**src/rtl/core/dvf_pkg.sv**
```systemverilog
`default_nettype none

package dvf_pkg;

  localparam int unsigned STORE_BYTES_DEF = 1048576;

  localparam int unsigned ADDR_W  = 28;
  localparam int unsigned ROWB_W  = 15;
  localparam int unsigned BLK_W   = 11;
  localparam int unsigned PIX_W   = 13;
  localparam int unsigned TOTAL_W = 21;
  localparam int unsigned CIDX_W  = 3;
  localparam int unsigned CDATA_W = 21;

  localparam logic [CIDX_W-1:0] REG_FORMAT = 3'd0;
  localparam logic [CIDX_W-1:0] REG_FLIP   = 3'd1;
  localparam logic [CIDX_W-1:0] REG_WIDTH  = 3'd2;
  localparam logic [CIDX_W-1:0] REG_HEIGHT = 3'd3;
  localparam logic [CIDX_W-1:0] REG_TOTAL  = 3'd4;

  localparam logic [1:0] FMT_DXT1 = 2'd0;
  localparam logic [1:0] FMT_DXT3 = 2'd1;

  typedef struct packed {
    logic busy;
    logic hit;
    logic last;
    logic src_ok;
  } walk_stat_t;

  function automatic logic [BLK_W-1:0] blocks_of(input logic [PIX_W-1:0] pix);
    logic [BLK_W-1:0] b;
    b = pix[PIX_W-1:2];
    return (b == '0) ? BLK_W'(1) : b;
  endfunction

  function automatic logic [3:0] swizzle(input logic [3:0] k, input logic big);
    logic [3:0] s;
    s = k;
    if (big) begin
      if (k inside {[4'd0:4'd7]}) begin
        s = k ^ 4'd6;
      end else if (k inside {[4'd12:4'd15]}) begin
        s = k ^ 4'd3;
      end
    end else if (k inside {[4'd4:4'd7]}) begin
      s = k ^ 4'd3;
    end
    return s;
  endfunction

endpackage

`default_nettype wire

```
**src/rtl/core/dvf_walk.sv**
```systemverilog
`default_nettype none

module dvf_walk #(
  parameter int unsigned STORE_BYTES = dvf_pkg::STORE_BYTES_DEF
) (
  input  wire logic                         clk,
  input  wire logic                         rst_n,
  input  wire logic                         cfg_we,
  input  wire logic [dvf_pkg::CIDX_W-1:0]   cfg_index,
  input  wire logic [dvf_pkg::CDATA_W-1:0]  cfg_data,
  input  wire logic                         step,
  output dvf_pkg::walk_stat_t               stat,
  output logic      [dvf_pkg::ADDR_W-1:0]   addr
);

  localparam int unsigned AW = dvf_pkg::ADDR_W;
  localparam int unsigned RW = dvf_pkg::ROWB_W;
  localparam int unsigned BW = dvf_pkg::BLK_W;
  localparam int unsigned TW = dvf_pkg::TOTAL_W;
  localparam logic [AW-1:0] STORE_LIM = AW'(STORE_BYTES);

  typedef enum logic [3:0] {
    W_INIT = 4'b0001,
    W_MUL  = 4'b0010,
    W_BASE = 4'b0100,
    W_RUN  = 4'b1000
  } walk_state_t;

  walk_state_t state_r, state_nxt;

  logic [1:0]                  fmt_r, fmt_nxt;
  logic                        flip_r, flip_nxt;
  logic [dvf_pkg::PIX_W-1:0]   wpix_r, wpix_nxt, hpix_r, hpix_nxt;
  logic [TW-1:0]               total_r, total_nxt;
  logic [TW-1:0]               rp_r, rp_nxt;
  logic [AW-1:0]               lvl_base_r, lvl_base_nxt;
  logic [AW-1:0]               srow_base_r, srow_base_nxt;
  logic [AW-1:0]               size_r, size_nxt;
  logic [BW-1:0]               wblk_r, wblk_nxt, hblk_r, hblk_nxt, row_r, row_nxt;
  logic [RW-1:0]               off_r, off_nxt;
  logic [2*BW-1:0]             prod_r, prod_nxt;

  logic          big;
  logic          flipping;
  logic          restart;
  logic [RW-1:0] rowb;
  logic [RW-1:0] off_inc;
  logic [3:0]    kk;
  logic [3:0]    swz;
  logic [RW-1:0] blk_part;
  logic [AW-1:0] src;
  logic [AW-1:0] len;
  logic [AW-1:0] rp_ext;
  logic [AW-1:0] size_calc;

  assign big      = (fmt_r == dvf_pkg::FMT_DXT3);
  assign flipping = flip_r && ((fmt_r == dvf_pkg::FMT_DXT1) || (fmt_r == dvf_pkg::FMT_DXT3));
  assign rowb     = big ? {wblk_r, 4'b0000} : {1'b0, wblk_r, 3'b000};
  assign off_inc  = off_r + RW'(1);
  assign kk       = big ? off_r[3:0] : {1'b0, off_r[2:0]};
  assign swz      = dvf_pkg::swizzle(kk, big);
  assign blk_part = big ? {off_r[RW-1:4], swz} : {off_r[RW-1:3], swz[2:0]};
  assign src      = srow_base_r + AW'(blk_part);
  assign size_calc = big ? AW'({prod_r, 4'b0000}) : AW'({prod_r, 3'b000});

  assign len    = (AW'(total_r) > STORE_LIM) ? STORE_LIM : AW'(total_r);
  assign rp_ext = AW'(rp_r);

  assign addr        = flipping ? src : rp_ext;
  assign stat.busy   = (state_r != W_RUN);
  assign stat.hit    = (rp_ext < len);
  assign stat.last   = ((rp_ext + AW'(1)) == len);
  assign stat.src_ok = !flipping || (src < STORE_LIM);

  always_comb begin
    state_nxt     = state_r;
    fmt_nxt       = fmt_r;
    flip_nxt      = flip_r;
    wpix_nxt      = wpix_r;
    hpix_nxt      = hpix_r;
    total_nxt     = total_r;
    rp_nxt        = rp_r;
    lvl_base_nxt  = lvl_base_r;
    srow_base_nxt = srow_base_r;
    size_nxt      = size_r;
    wblk_nxt      = wblk_r;
    hblk_nxt      = hblk_r;
    row_nxt       = row_r;
    off_nxt       = off_r;
    prod_nxt      = prod_r;
    restart       = 1'b0;

    case (state_r)
      W_INIT: begin
        wblk_nxt     = dvf_pkg::blocks_of(wpix_r);
        hblk_nxt     = dvf_pkg::blocks_of(hpix_r);
        rp_nxt       = '0;
        lvl_base_nxt = '0;
        row_nxt      = '0;
        off_nxt      = '0;
        state_nxt    = W_MUL;
      end
      W_MUL: begin
        prod_nxt  = wblk_r * hblk_r;
        state_nxt = W_BASE;
      end
      W_BASE: begin
        size_nxt      = size_calc;
        srow_base_nxt = lvl_base_r + size_calc - AW'(rowb);
        state_nxt     = W_RUN;
      end
      W_RUN: begin
        if (step) begin
          rp_nxt = rp_r + TW'(1);
          if (flipping) begin
            if (off_inc == rowb) begin
              off_nxt = '0;
              if ((row_r + BW'(1)) == hblk_r) begin
                lvl_base_nxt = lvl_base_r + size_r;
                row_nxt      = '0;
                wblk_nxt     = (wblk_r > BW'(1)) ? (wblk_r >> 1) : BW'(1);
                hblk_nxt     = (hblk_r > BW'(1)) ? (hblk_r >> 1) : BW'(1);
                state_nxt    = W_MUL;
              end else begin
                row_nxt       = row_r + BW'(1);
                srow_base_nxt = srow_base_r - AW'(rowb);
              end
            end else begin
              off_nxt = off_inc;
            end
          end
        end
      end
      default: begin
        state_nxt = W_INIT;
      end
    endcase

    if (cfg_we) begin
      case (cfg_index)
        dvf_pkg::REG_FORMAT: begin
          fmt_nxt = cfg_data[1:0];
          restart = 1'b1;
        end
        dvf_pkg::REG_FLIP: begin
          flip_nxt = cfg_data[0];
          restart  = 1'b1;
        end
        dvf_pkg::REG_WIDTH: begin
          wpix_nxt = cfg_data[dvf_pkg::PIX_W-1:0];
          restart  = 1'b1;
        end
        dvf_pkg::REG_HEIGHT: begin
          hpix_nxt = cfg_data[dvf_pkg::PIX_W-1:0];
          restart  = 1'b1;
        end
        dvf_pkg::REG_TOTAL: begin
          total_nxt = cfg_data[TW-1:0];
        end
        default: begin
        end
      endcase
    end

    if (restart) begin
      state_nxt = W_INIT;
    end
  end

  always_ff @(posedge clk) begin
    if (!rst_n) begin
      state_r <= W_INIT;
      fmt_r   <= dvf_pkg::FMT_DXT1;
      flip_r  <= 1'b0;
      wpix_r  <= dvf_pkg::PIX_W'(4);
      hpix_r  <= dvf_pkg::PIX_W'(4);
      total_r <= '0;
    end else begin
      state_r <= state_nxt;
      fmt_r   <= fmt_nxt;
      flip_r  <= flip_nxt;
      wpix_r  <= wpix_nxt;
      hpix_r  <= hpix_nxt;
      total_r <= total_nxt;
    end
  end

  always_ff @(posedge clk) begin
    rp_r        <= rp_nxt;
    lvl_base_r  <= lvl_base_nxt;
    srow_base_r <= srow_base_nxt;
    size_r      <= size_nxt;
    wblk_r      <= wblk_nxt;
    hblk_r      <= hblk_nxt;
    row_r       <= row_nxt;
    off_r       <= off_nxt;
    prod_r      <= prod_nxt;
  end

endmodule

`default_nettype wire

```
**config.mk**
```make
export PLATFORM = sky130hd
export DESIGN_NAME = dvf_walk
export DESIGN_NICKNAME = d
export VERILOG_FILES = /design/src/rtl/core/dvf_pkg.sv /design/src/rtl/core/dvf_walk.sv
export SDC_FILE = /design/constraint.sdc
export NUM_CORES = 1
export LEC_CHECK = 0
export BUFFER_PORTS_ARGS = -buffer_cell sky130_fd_sc_hd__buf_4
export CAP_MARGIN = 20
export CORE_AREA = 5 5 224 171
export CTS_CLUSTER_DIAMETER = 100
export DETAILED_ROUTE_END_ITERATION = 8
export DIE_AREA = 0 0 229 176
export PLACE_DENSITY_LB_ADDON = 0.05
export SLEW_MARGIN = 10
export SYNTH_ARGS = -nofsm -noshare
export SYNTH_HDL_FRONTEND = slang
export SYNTH_SLANG_ARGS = --single-unit
```
**constraint.sdc**
```tcl
create_clock -name clk -period 6.4 [get_ports clk]
set_input_delay 0.64 -clock clk [delete_from_list [all_inputs] [get_ports clk]]
set_output_delay 0.64 -clock clk [all_outputs]
set_load 0.05 [all_outputs]
```
* Word-level counts from Yosys, hierarchy flattened
Index checks and enable logic that the tools add are counted.
Widths: inputs -> output; s select.
** Storage, ports and cells
- Flip-flop bits (word level) :: 229
- Input port bits :: 28
- Output and inout port bits :: 32
- Logic and storage cells :: 134
** Cells by class
- Add/sub/neg operators :: 9
- Multipliers :: 1
- Order comparisons :: 10
- Equal/unequal tests :: 18
- Mux-type cells :: 52
- Bitwise logic cells :: 3
- Reductions and logical operators :: 26
** Operator list (number)
- $mux 28 :: 9
- $mux 11 :: 14
- $pmux 28 s2 :: 2
- $pmux 11 s2 :: 3
- $mux 15 :: 4
- $sub 28x15->28 :: 2
- $mux 21 :: 2
- $pmux 21 s2 :: 1
- $pmux 15 s2 :: 1
- $add 28x15->28 :: 1
- $add 28x26->28 :: 1
- $add 28x28->28 :: 1
- $lt 28x21->1 const B :: 1
- $mux 26 :: 1
- $mux 4 :: 6
- $add 21x1->22 const B :: 1
- $eq 22x21->1 :: 1
- $gt 11x1->1 const B :: 2
- $logic_not 11->1 :: 2
- $mul 11x11->22 :: 1
- $add 21x1->21 const B :: 1
- $gt 21x21->1 const B :: 1
- $lt 21x21->1 :: 1
- $mux 10 :: 2
- 37 further kinds :: 58

* Longest topological paths before layout
- Depth after elaboration :: 11
- Mapped depth :: 22

* Least setup slack after synthesis
OpenSTA, ideal clock, no wires.
- Path type :: register to register
- Start :: reg wblk_r[1]
- End :: reg prod_r[20], data pin
- Setup time :: 0.258 ns
- Data arrival time :: 5.376 ns
- Required time :: 6.142 ns
- Path slack :: 0.767 ns
- Stages on the path, launching flop included :: 21
- Clock period less this slack :: 5.633 ns
- Cells stage by stage :: edfxtp_1 > clkbuf_1 > clkbuf_1 > nand2_1 > fa_1 > fa_1 > inv_1 > fa_1 > fa_1 > inv_1 > fa_1 > inv_1 > ha_1 > o21a_1 > o21ai_0 > a22oi_1 > a21boi_0 > a2111o_1 > a31o_2 > a21oi_1 > xnor2_1
** On the way
- Word-level cells in the longest chain between the ends :: 1
** RTL lines
- start, declared :: RTL line dvf_walk.sv:39 : logic [BW-1:0] wblk_r, wblk_nxt, hblk_r, hblk_nxt, row_r, row_nxt;
- start signal, assigned :: RTL line dvf_walk.sv:193 : wblk_r <= wblk_nxt;
- $mul 11x11->22 :: RTL line dvf_walk.sv:104 : prod_nxt = wblk_r * hblk_r;
- end signal, assigned :: RTL line dvf_walk.sv:197 : prod_r <= prod_nxt;
- end, declared :: RTL line dvf_walk.sv:41 : logic [2*BW-1:0] prod_r, prod_nxt;
Every way passes these cells.
A chain may end at the register's enable or synchronous reset.

* Worst setup path after layout
- Start :: reg wblk_r[6]
- End :: reg prod_r[20], data pin
Same word-level chain as after synthesis.

==> results.txt <==
status - finished, final reports clean
Post-synth top flop - edfxtp_1
final setup violation count - 0
largest stage delay on the critical path - 0.69 ns
# diodes - 0
RR Startpoint - wblk_r[6]$_DFFE_PP_
VDD IR-drop max - 0.240 mV
skew final - 0.0176 ns
H-tree levels - 1
slowest CP cell - edfxtp_1
final hold viol count - 0
GRT Total Usage - 24.5%
hold path depth - 3
Layout Utilization - 59.3%
wire length per cell - 18.3 um
synthesized cell area - 19400 sq um
Non-Filler Instances - 2717
drt total wl - 49800 um
DR pass1 iterations - 5
Min Clock Period, post-route - 5.86 ns
CTS resizes - 0
Mapped Avg Cell Area - 8.80 sq um
Seq cells post-synth - 214
Hold Startpoint - cfg_data[2]
Pwr Density - 302 nW/um^2
antenna violations before repair - 0
Critical Path AT - 6.16 ns
Post-CTS Hold Buffers - 0
num ports - 60
vias in the first global route - 15.0k
Hold Crit Class - in2reg
Tcrit/Tclk final - 91.6%
total global routing overflow - 0
die area - 40300 sq um
CP Class - reg2reg
f_max - 171 MHz
largest net degree at the start of global routing - 56
via density per instance - 5.70
endpoint class of the critical path - register
# port buffers - 59
placed cells - 2671
RSZ-0062 raised after global routing - no
Worst-Margin Slew - 0.893 ns
Routed Antenna Nets - 0
clk buf depth - 3
dpl cell area - 20300 sq um
die height - 176 um
Syn Nets - 2499
hold endpoint - wpix_r[2]$_SDFFE_PN1P_
Clock Root Buffer - clkbuf_16
global-route wire length before repair - 80700 um
Netlist cell types - 77
Post-Syn Instances - 2209
CP Launch Point - wblk_r[6]$_DFFE_PP_
core area - 35700 sq um
Reg2Reg Capture Point - prod_r[20]$_DFFE_PN_
R2R cell count - 18
Final Instance Area - 21200 sq um
sequential-to-total area share from yosys stat - 30.5%
relative slew slack - 38.9%
CP dominant cell by count - fa_1
fraction of registers with async set/reset - 0%
gpl congestion - 0.949
total number of vias - 15.5k
starting density of the core - 54.5%
Clock Pin Slew Worst Setup and Hold Paths - 0.06 ns
Layout Area Growth over Synthesis - 8.85%
FP Rows - 60
NumNets Final - 2524
die extent in x - 229 um
fin. max-slew vios - 0
yosys warns - 0
Setup TNS - 0 ns
max cap viols - 0
CTS Sinks - 214
CP Max Fanout - 15
crit-path cells - nand2_1, fa_1, fa_1, fa_1, inv_1, fa_1, inv_1, fa_1, inv_1, ha_1, o21a_1, o21ai_0, a22oi_1, a21boi_0, a2111o_1, a31o_2, a21oi_1, xnor2_1
initial drt markers - 1034
R2R setup slack - 0.54 ns
CTS Buf Count - 26
CP required - 6.70 ns
CP Launch Type - register
CTS tree - yes
total chip power - 0.00639 W
dpl hpwl - 39000 um
# DRC - 0
LEAKAGE - 8.97 nW
ratio of cells with drive above 1 in the final layout - 7.37%
Setup Fix Bufs, Post-CTS - 0
Clock Latency Late Sink - 0.55 ns
number of synthesized flops with an enable pin - 164
through the flow:
step	hold WS [ns]	setup slack [ns]
6_report	0.342	0.540
5_1_grt	0.352	0.223
4_1_cts	0.326	0.550
3_5_place_dp	0.473	0.518
3_3_place_gp	0.459	0.632
2_1_floorplan	0.441	0.767
worst max path at each step:
stage                     slack [ns]  depth (start not counted)                   end
after floorplan                 0.77                         20  prod_r[20]$_DFFE_PN_
after global placement          0.63                         17  prod_r[20]$_DFFE_PN_
after detailed placement        0.52                         18  prod_r[20]$_DFFE_PN_
after CTS                       0.55                         18  prod_r[20]$_DFFE_PN_
after global routing            0.22                         18  prod_r[20]$_DFFE_PN_
final                           0.54                         18  prod_r[20]$_DFFE_PN_
cell usage after synthesis, types with 62 or more instances:
cell      number  share of area [%]
nand2_1      376                7.3
inv_1        202                3.9
ha_1         167                 11
edfxtp_1     164                 25
nor2_1       152                2.9
xnor2_1       97                4.4
fa_1          95                9.8
a21oi_1       91                2.3
o21ai_0       85                2.2
and2_1        82                2.6
clkbuf_1      74                1.4
xor2_1        62                2.8
registers in the layout, indices dropped and copies added, names as in the netlist:
name,cells
off_r,15
rp_r,21
state_r,4
total_r,21
fmt_r,2
srow_base_r,25
prod_r,22
flip_r,1
hpix_r,11
wblk_r,11
hblk_r,11
lvl_base_r,25
wpix_r,11
size_r,23
row_r,11
report_power, final:
| group | total [W] | internal (W) | switching (W) |
|---|---|---|---|
| Clock | 0.00148 | 0.000868 | 0.000608 |
| Sequential | 0.00192 | 0.00174 | 0.000182 |
| Combinational | 0.00299 | 0.00128 | 0.00171 |
cell type report:
class,instances,area [sq um]
fill,3227,14500
clock buffer,36,761
sequential,214,5930
tap,465,582
clock inverter,10,81.3
timing repair buffer,88,661
multi-input combinational,1702,12400
inverter,202,758
metal layers:
layer	global-route usage [%]	wire, um
met5	0	0
met3	4.89	3320
met1	36.6	24100
met4	3.78	662
met2	37.8	21700
cells in the final DEF (no fill, tap or decap), drive strengths merged, types with 24 or more instances in the layout:
master	n
mux2i	29
nand3	51
a21boi	46
nor2b	28
a21oi	91
nand2b	24
ha	167
xnor2	97
nor2	153
dfxtp	50
clkbuf	36
a21o	26
nand2	376
o21ai	88
and2	82
fa	95
xor2	62
nor3	36
edfxtp	164
buf	88
inv	204
cell families (layout without fill, tap and decap cells):
logic type	after synthesis	count (layout)	share of synthesized area (%)
other	1	1	0.0193
AND/OR/NAND/NOR	872	872	21.4
multiplexers	33	33	1.73
XOR/XNOR	162	162	7.51
buffers and inverters	293	336	5.91
AO/OA/AOI/OAI	372	372	12.4
adder cells (fa/ha/maj)	262	262	20.5
flip-flops	214	214	30.5
worst max-delay path, delay by kind of cell, from the launching register on:
kind	cells	cell delay, ns
compound gates	7	1.65
xor+xnor	1	0.08
fa+ha+maj	6	2.89
buf+inv	3	0.14
flops	1	0.69
simple gates	1	0.16
Power figures use the tool's default switching activity.
